`config.mk`:
```
export PLATFORM = sky130hd
export DESIGN_NAME = masked_byte_pattern_scan
export DESIGN_NICKNAME = d
export VERILOG_FILES = /design/src/hw/rtl/mbps_pkg.sv /design/src/hw/rtl/mbps_cfg.sv /design/src/hw/rtl/mbps_match.sv /design/src/hw/rtl/mbps_scan.sv /design/src/hw/rtl/masked_byte_pattern_scan.sv
export SDC_FILE = /design/constraint.sdc
export NUM_CORES = 1
export LEC_CHECK = 0
export ABC_CLOCK_PERIOD_IN_PS = 8800
export BUFFER_PORTS_ARGS = -buffer_cell sky130_fd_sc_hd__clkbuf_2
export CORE_MARGIN = 8
export CORE_UTILIZATION = 36
export DETAILED_ROUTE_END_ITERATION = 7
export GPL_TIMING_DRIVEN = 0
export PLACE_DENSITY_LB_ADDON = 0.25
export SKIP_LAST_GASP = 1
export SLEW_MARGIN = 5
export SYNTH_ARGS = -nofsm -noshare
export SYNTH_HDL_FRONTEND = slang
export SYNTH_SLANG_ARGS = --single-unit
```
`constraint.sdc`:
```
create_clock -name clk -period 8.8 [get_ports clk]
set_clock_uncertainty 0.2 [all_clocks]
set_input_delay 0 -clock clk [delete_from_list [all_inputs] [get_ports clk]]
set_output_delay 0 -clock clk [all_outputs]
set_load 0.05 [all_outputs]
```
`src/hw/rtl/mbps_pkg.sv`:
```
// shared types and constants for the masked byte pattern scanner
package mbps_pkg;

	// largest pattern the window can hold by default
	localparam int PATTERN_MAX_DEF = 16;

	// field widths fixed by the interface
	localparam int ADDR_W = 64;
	localparam int LEN_W  = 5;
	localparam int CARE_W = 16;
	localparam int IDX_W  = 3;

	// configuration register indexes
	typedef enum logic [IDX_W-1:0] {
		REG_BASE_ADDRESS   = 3'd0,
		REG_PATTERN_LOW    = 3'd1,
		REG_PATTERN_HIGH   = 3'd2,
		REG_CARE_MASK      = 3'd3,
		REG_PATTERN_LENGTH = 3'd4
	} cfg_idx_t;

	// one input item
	typedef struct packed {
		logic [7:0] data_byte;
		logic       readable;
		logic       new_region;
		logic       last_byte;
	} in_item_t;

	// one result item
	typedef struct packed {
		logic              found;
		logic [ADDR_W-1:0] match_address;
	} out_item_t;

	// current register contents handed to the datapath
	typedef struct packed {
		logic [ADDR_W-1:0] base_address;
		logic [63:0]       pattern_low;
		logic [63:0]       pattern_high;
		logic [CARE_W-1:0] care_mask;
		logic [LEN_W-1:0]  pattern_length;
	} cfg_t;

endpackage

```
`src/hw/rtl/mbps_cfg.sv`:
```
// configuration register file of the pattern scanner
module mbps_cfg (
	input  logic                      clk,
	input  logic                      arst_n,
	input  logic                      cfg_wr_en,
	input  logic [mbps_pkg::IDX_W-1:0] cfg_index,
	input  logic [63:0]               cfg_data,
	output mbps_pkg::cfg_t            cfg
);

	mbps_pkg::cfg_t cfg_q;

	// register writes, unknown indexes are dropped
	always_ff @(posedge clk or negedge arst_n) begin
		if (!arst_n) begin
			cfg_q <= '0;
		end else if (cfg_wr_en) begin
			case (mbps_pkg::cfg_idx_t'(cfg_index))
				mbps_pkg::REG_BASE_ADDRESS: begin
					cfg_q.base_address <= cfg_data;
				end
				mbps_pkg::REG_PATTERN_LOW: begin
					cfg_q.pattern_low <= cfg_data;
				end
				mbps_pkg::REG_PATTERN_HIGH: begin
					cfg_q.pattern_high <= cfg_data;
				end
				mbps_pkg::REG_CARE_MASK: begin
					cfg_q.care_mask <= cfg_data[mbps_pkg::CARE_W-1:0];
				end
				mbps_pkg::REG_PATTERN_LENGTH: begin
					cfg_q.pattern_length <= cfg_data[mbps_pkg::LEN_W-1:0];
				end
				default: begin
				end
			endcase
		end
	end

	assign cfg = cfg_q;

endmodule

```
`src/hw/rtl/mbps_match.sv`:
```
// masked compare of the byte window against the pattern
module mbps_match #(
	parameter int PATTERN_MAX = mbps_pkg::PATTERN_MAX_DEF
) (
	input  logic [PATTERN_MAX-1:0][7:0]         win,
	input  logic [$clog2(PATTERN_MAX+1)-1:0]     fill,
	input  mbps_pkg::cfg_t                       cfg,
	output logic                                 hit
);

	localparam int WIN_IDX_W = (PATTERN_MAX > 1) ? $clog2(PATTERN_MAX) : 1;

	logic [127:0] pattern;
	logic         len_ok;
	logic         mismatch;

	assign pattern = {cfg.pattern_high, cfg.pattern_low};

	// length must be nonzero, fit the window, and the window must be full enough
	assign len_ok = (cfg.pattern_length != '0) &&
	                (cfg.pattern_length <= mbps_pkg::LEN_W'(PATTERN_MAX)) &&
	                (mbps_pkg::LEN_W'(fill) >= cfg.pattern_length);

	// pattern byte i lines up with the i-th of the newest len window bytes
	always_comb begin
		logic [WIN_IDX_W-1:0] idx;
		logic                 cares;
		mismatch = 1'b0;
		for (int i = 0; i < PATTERN_MAX; i++) begin
			idx   = WIN_IDX_W'(PATTERN_MAX + i - int'(cfg.pattern_length));
			cares = cfg.care_mask[i] && (mbps_pkg::LEN_W'(i) < cfg.pattern_length);
			if (cares && (win[idx] != pattern[8*i +: 8])) begin
				mismatch = 1'b1;
			end
		end
	end

	assign hit = len_ok && !mismatch;

endmodule

```
`src/hw/rtl/mbps_scan.sv`:
```
// input stage, scan state and result register of the pattern scanner
module mbps_scan #(
	parameter int PATTERN_MAX = mbps_pkg::PATTERN_MAX_DEF
) (
	input  logic                clk,
	input  logic                arst_n,
	input  mbps_pkg::cfg_t      cfg,
	input  logic                in_valid,
	output logic                in_stall,
	input  mbps_pkg::in_item_t  in_data,
	output logic                out_valid,
	input  logic                out_stall,
	output mbps_pkg::out_item_t out_data
);

	localparam int FILL_W = $clog2(PATTERN_MAX + 1);

	mbps_pkg::in_item_t          item_s1;
	logic                        valid_s1;
	logic                        go_s1;
	logic                        fire_s1;

	logic [PATTERN_MAX-1:0][7:0] window_q;
	logic [PATTERN_MAX-1:0][7:0] win_nxt;
	logic [FILL_W-1:0]           fill_q;
	logic [FILL_W-1:0]           fill_base;
	logic [FILL_W-1:0]           fill_nxt;
	logic [mbps_pkg::ADDR_W-1:0] pos_q;
	logic                        seen_q;
	logic [mbps_pkg::ADDR_W-1:0] first_q;
	logic                        hit;
	logic                        take;
	logic                        seen_nxt;
	logic [mbps_pkg::ADDR_W-1:0] first_nxt;
	logic [mbps_pkg::ADDR_W-1:0] cand_addr;

	logic                        out_valid_q;
	mbps_pkg::out_item_t         out_q;

	// stage 1 moves on unless it carries a result and the result register is held
	assign go_s1    = !(item_s1.last_byte && out_valid_q && out_stall);
	assign fire_s1  = valid_s1 && go_s1;
	assign in_stall = valid_s1 && !go_s1;

	// input register
	always_ff @(posedge clk or negedge arst_n) begin
		if (!arst_n) begin
			valid_s1 <= 1'b0;
		end else if (!in_stall) begin
			valid_s1 <= in_valid;
		end
	end

	always_ff @(posedge clk) begin
		if (!in_stall && in_valid) begin
			item_s1 <= in_data;
		end
	end

	// window after this byte is shifted in, newest byte at the top
	always_comb begin
		for (int k = 0; k < PATTERN_MAX - 1; k++) begin
			win_nxt[k] = window_q[k+1];
		end
		win_nxt[PATTERN_MAX-1] = item_s1.data_byte;
	end

	// fill count: region start or unreadable byte empties the window
	always_comb begin
		fill_base = (item_s1.new_region || !item_s1.readable) ? '0 : fill_q;
		fill_nxt  = fill_base;
		if (item_s1.readable && (fill_base < FILL_W'(PATTERN_MAX))) begin
			fill_nxt = fill_base + FILL_W'(1);
		end
	end

	mbps_match #(
		.PATTERN_MAX (PATTERN_MAX)
	) u_match (
		.win  (win_nxt),
		.fill (fill_nxt),
		.cfg  (cfg),
		.hit  (hit)
	);

	// first byte of a match ending at the current byte
	assign cand_addr = cfg.base_address + pos_q -
	                   mbps_pkg::ADDR_W'(cfg.pattern_length) + 64'd1;

	// latch only the first match of the scan
	assign take      = item_s1.readable && hit && !seen_q;
	assign seen_nxt  = seen_q || take;
	assign first_nxt = take ? cand_addr : first_q;

	// scan state, cleared after the last byte
	always_ff @(posedge clk or negedge arst_n) begin
		if (!arst_n) begin
			fill_q  <= '0;
			pos_q   <= '0;
			seen_q  <= 1'b0;
			first_q <= '0;
		end else if (fire_s1) begin
			if (item_s1.last_byte) begin
				fill_q  <= '0;
				pos_q   <= '0;
				seen_q  <= 1'b0;
				first_q <= '0;
			end else begin
				fill_q  <= fill_nxt;
				pos_q   <= pos_q + 64'd1;
				seen_q  <= seen_nxt;
				first_q <= first_nxt;
			end
		end
	end

	// window contents only count below the fill mark, so no reset
	always_ff @(posedge clk) begin
		if (fire_s1 && item_s1.readable) begin
			window_q <= win_nxt;
		end
	end

	// result register
	always_ff @(posedge clk or negedge arst_n) begin
		if (!arst_n) begin
			out_valid_q <= 1'b0;
		end else if (fire_s1 && item_s1.last_byte) begin
			out_valid_q <= 1'b1;
		end else if (!out_stall) begin
			out_valid_q <= 1'b0;
		end
	end

	always_ff @(posedge clk) begin
		if (fire_s1 && item_s1.last_byte) begin
			out_q.found         <= seen_nxt;
			out_q.match_address <= seen_nxt ? first_nxt : '0;
		end
	end

	assign out_valid = out_valid_q;
	assign out_data  = out_q;

endmodule

```
`src/hw/rtl/masked_byte_pattern_scan.sv`:
```
// top level of the masked byte pattern scanner
//
//  channel  direction  handshake             payload
//  in       input      in_valid / in_stall   in_item_t  (one memory byte and flags)
//  out      output     out_valid / out_stall out_item_t (found, match address)
//  cfg      input      cfg_wr_en             cfg_index, cfg_data
//
// One byte per cycle sustained unless a last byte meets a held result;
// bytes pass the input register, and last bytes then load the result register.
// The window compare and the address add sit between those two registers.
// Reset empties the pipeline, clears the scan state and zeroes the configuration registers.
// A stalled result holds the result register; bytes that carry no result
// keep flowing, and a last byte waits in the input register until it is free.
module masked_byte_pattern_scan #(
	parameter int PATTERN_MAX = mbps_pkg::PATTERN_MAX_DEF
) (
	input  logic                       clk,
	input  logic                       arst_n,
	input  logic                       cfg_wr_en,
	input  logic [mbps_pkg::IDX_W-1:0] cfg_index,
	input  logic [63:0]                cfg_data,
	input  logic                       in_valid,
	output logic                       in_stall,
	input  mbps_pkg::in_item_t         in_data,
	output logic                       out_valid,
	input  logic                       out_stall,
	output mbps_pkg::out_item_t        out_data
);

	mbps_pkg::cfg_t cfg;

	mbps_cfg u_cfg (
		.clk       (clk),
		.arst_n    (arst_n),
		.cfg_wr_en (cfg_wr_en),
		.cfg_index (cfg_index),
		.cfg_data  (cfg_data),
		.cfg       (cfg)
	);

	mbps_scan #(
		.PATTERN_MAX (PATTERN_MAX)
	) u_scan (
		.clk       (clk),
		.arst_n    (arst_n),
		.cfg       (cfg),
		.in_valid  (in_valid),
		.in_stall  (in_stall),
		.in_data   (in_data),
		.out_valid (out_valid),
		.out_stall (out_stall),
		.out_data  (out_data)
	);

endmodule

```
==> metrics <==
FILL cells=9,086; pre-CTS setup slack=0.422 ns; DRC=0; largest family of logic cells by synthesized area=multiplexers; busiest grt layer=met2; TritonCTS clock tree=done; die width=326 um; post-CTS setup buffers=0; routed vias/inst=5.54; gr ovfl total=0; synth unique cells=76; M3 GR Usage=0.0443; post_cts resized=0; power consumption=10,900 uW; wire per inst=between 20 and 25 um; Hold Buf Count CTS=108; # clock sinks=545; VDD IR max=0.000124 V; xor/xnor share of the synthesized area=0.0674; Clock transition at path regs=0.06 ns; Register Area=14,600 um^2; placed cell count=4,449; syn_nets=3,242; first-pass GRT wire length=169,000 um; nets=3,576; met2 Track Usage GR=0.325; worst slew pin tran=1.30 ns; outcome=complete, no violations; worst skew pair latency=0.62 ns; max cap viols=0; First-pass DRT Iterations=6; non-filler cells, final=~4,700; ys flop type=dfrtp_1; 1st-iter DRT viols=between 2,000 and 3,000; Die Ht=326 um; Max Fclk=0.118 GHz; pin count of the biggest net entering global routing=~90; setup ws final=0.310 ns; Final period util=0.965; reg2reg start=u_cfg.cfg[2]$_DFFE_PN0P_; final core utilization=0.422; RSZ-0062 raised after global routing=false; # H-tree levels=3; FF-to-FF path depth=20; met1 Resource Use GR=0.275; Post-Syn Instances=3,015; reg2reg end=u_scan.first_q[3]$_DFFE_PN0P_; commonest non-fill, non-tap cell in the layout=dfrtp_1; Placeable Area=96,000 um^2; Post-synth EDFFs=196; Lkg Pwr=around 0.016 uW; hold endpoint=u_cfg.cfg[197]$_DFFE_PN0P_; type of origin of the critical path=register; IO Pins=150; routed via count=around 26,000; Starting Density=0.361; worst-path fanout max=14; Clock Root Buffer=clkbuf_16; flop-to-flop setup slack=0.31 ns; mux share of post-synthesis cell area=0.226; Antenna diodes=0; WHS Path Cells=4; Fin. Hold Viols=0; vias in the first global route=between 20,000 and 30,000; simple-gate portion of the synthesized area=0.0848; placed wire-length estimate=between 80,000 and 90,000 um; commonest non-fill, non-tap cells in the layout=dfrtp_1, inv_1, nand2_1, xnor2_1, mux4_2; Buffers on Ports=149; row count=114; final hold slack=0.0190 ns; Syn-to-layout area delta=16.7%; cts bufs inserted=between 60 and 70; post-route minimum period=8.49 ns; worst setup path category=reg -> reg; Synth Area per Inst=~11 um^2; Ys Warns=0; share of layout cells above drive strength 1=0.207; Seq/Total Area, Yosys=0.422; synth top area cells=dfrtp_1, edfxtp_1, mux4_2, xnor2_1, mux2_2; total track usage=0.207; initial antenna violation count=4; final RePlAce weighted congestion=0.998; area of the multi-input gates=18,300 um^2; CP required=9.13 ns; HP Class=in -> reg; Die Area=106,000 um^2; worst hold start=cfg_data[48]; final WL=113,000 um; top cell type's share of synthesized area=0.252; final setup fails=0; Rel. slew slack=0.136; Power Dens Cells=between 200 and 300 nW/um^2; CTS Buffer Depth=3; largest area contributor in the netlist=dfrtp_1; Post-DRT Antenna Nets=0; #FFs+latches synth=545; crit path DAT=slightly below 9 ns; Synth Area in Compound Gates=0.0949; Pins Over Slew Limit=0; async set-reset flop share out of synthesis=0.640; Critical Path End Type=register; Post-Syn Area=34,700 um^2; Post-Synth Adder-Cell Area=0.0531
## registers in the layout, summed over array words and instances, names as in the netlist
register / flops
u_scan.valid_s1: 1
u_scan.fill_q: 5
u_scan.first_q: 64
u_scan.item_s1: 11
u_cfg.cfg: 213
u_scan.seen_q: 1
u_scan.win_nxt: 120
u_scan.pos_q: 64
u_scan.out_data: 65
u_scan.out_valid: 1
## worst max path at each step
stage,from,end,slack [ns],depth (start not counted)
final,u_cfg.cfg[2]$_DFFE_PN0P_,u_scan.first_q[3]$_DFFE_PN0P_,0.31,20
after global routing,u_cfg.cfg[2]$_DFFE_PN0P_,u_scan.first_q[61]$_DFFE_PN0P_,0.10,18
after CTS,u_cfg.cfg[1]$_DFFE_PN0P_,u_scan.first_q[3]$_DFFE_PN0P_,0.37,21
after detailed placement,u_cfg.cfg[1]$_DFFE_PN0P_,u_scan.first_q[3]$_DFFE_PN0P_,0.42,21
after global placement,arst_n,u_cfg.cfg[43]$_DFFE_PN0P_,-0.71,1
after floorplan,u_cfg.cfg[2]$_DFFE_PN0P_,u_scan.first_q[10]$_DFFE_PN0P_,3.21,18
## routing by layer
layer / wire length [um] / vias to the layer above
met3: 8090 / 238
met1: 47700 / 12900
li1: - / 11700
met4: 5980 / 4
met5: 27 / -
met2: 50800 / 1043
## Yosys cell counts, types with 8 or more instances
master / n
o211ai_1: 16
o21bai_1: 9
a22o_1: 32
o21ai_0: 150
a21oi_1: 85
o21a_1: 13
mux4_2: 206
buf_1: 11
a21boi_0: 8
a21o_1: 26
inv_1: 275
ha_1: 139
nor2_1: 118
o31ai_1: 42
nand2b_1: 19
clkbuf_1: 87
mux2i_1: 144
a211oi_1: 12
nor4_1: 11
or3_1: 21
o21ai_1: 11
and3_1: 19
mux2_2: 155
buf_6: 15
nand2_1: 253
edfxtp_1: 196
buf_2: 26
dfrtp_1: 349
nand4_1: 54
nand3_1: 38
o2bb2ai_1: 38
a31oi_1: 15
xnor2_1: 217
nor3_1: 36
nor2b_1: 20
buf_4: 14
o221ai_1: 8
xor2_1: 46
## critical path, stage by stage (launching register included)
cell and delay (ns):
dfrtp_1 0.53, buf_2 0.34, inv_2 0.22, clkbuf_1 0.69, clkbuf_1 1.02, ha_1 0.24
buf_2 0.30, buf_2 0.37, buf_1 0.59, mux4_2 0.45, mux2i_1 0.20, xnor2_1 0.14
nand4_1 0.12, o211ai_1 0.54, and4_1 0.38, nand4_1 0.20, nor4_4 0.73, nand2_1 0.25
clkbuf_1 0.33, clkbuf_1 0.32, o2bb2ai_1 0.21
## report_power, final
part / internal [uW] / total [uW] / switching [uW]
logic: 2100 / 5030 / 2930
clock network: 1580 / 2720 / 1140
registers: 2900 / 3130 / 229
## cells by family (layout without fill, tap and decap cells)
family,Yosys count,count (layout)
buffers and inverters,431,817
adder cells (fa/ha/maj),144,144
AO/OA/AOI/OAI,503,503
flip-flops,545,545
XOR/XNOR,265,265
AND/OR/NAND/NOR,622,622
multiplexers,505,505
## layout make-up
type                       count  area share
multi-input combinational   2039       0.451
tap                         1276      0.0395
clock inverter                33     0.00860
timing repair buffer         266      0.0502
clock buffer                  87      0.0445
buffer                       153      0.0191
sequential                   545       0.361
inverter                     278      0.0258
## stage by stage
step / setup TNS [ns] / cell area [um^2]
after floorplan: 0 / 34700
after global placement: -214.24 / 37000
after detailed placement: 0 / 37200
after CTS: 0 / 40500
after global routing: 0 / 40500
final: 0 / 40500
Power figures use the tool's default switching activity.
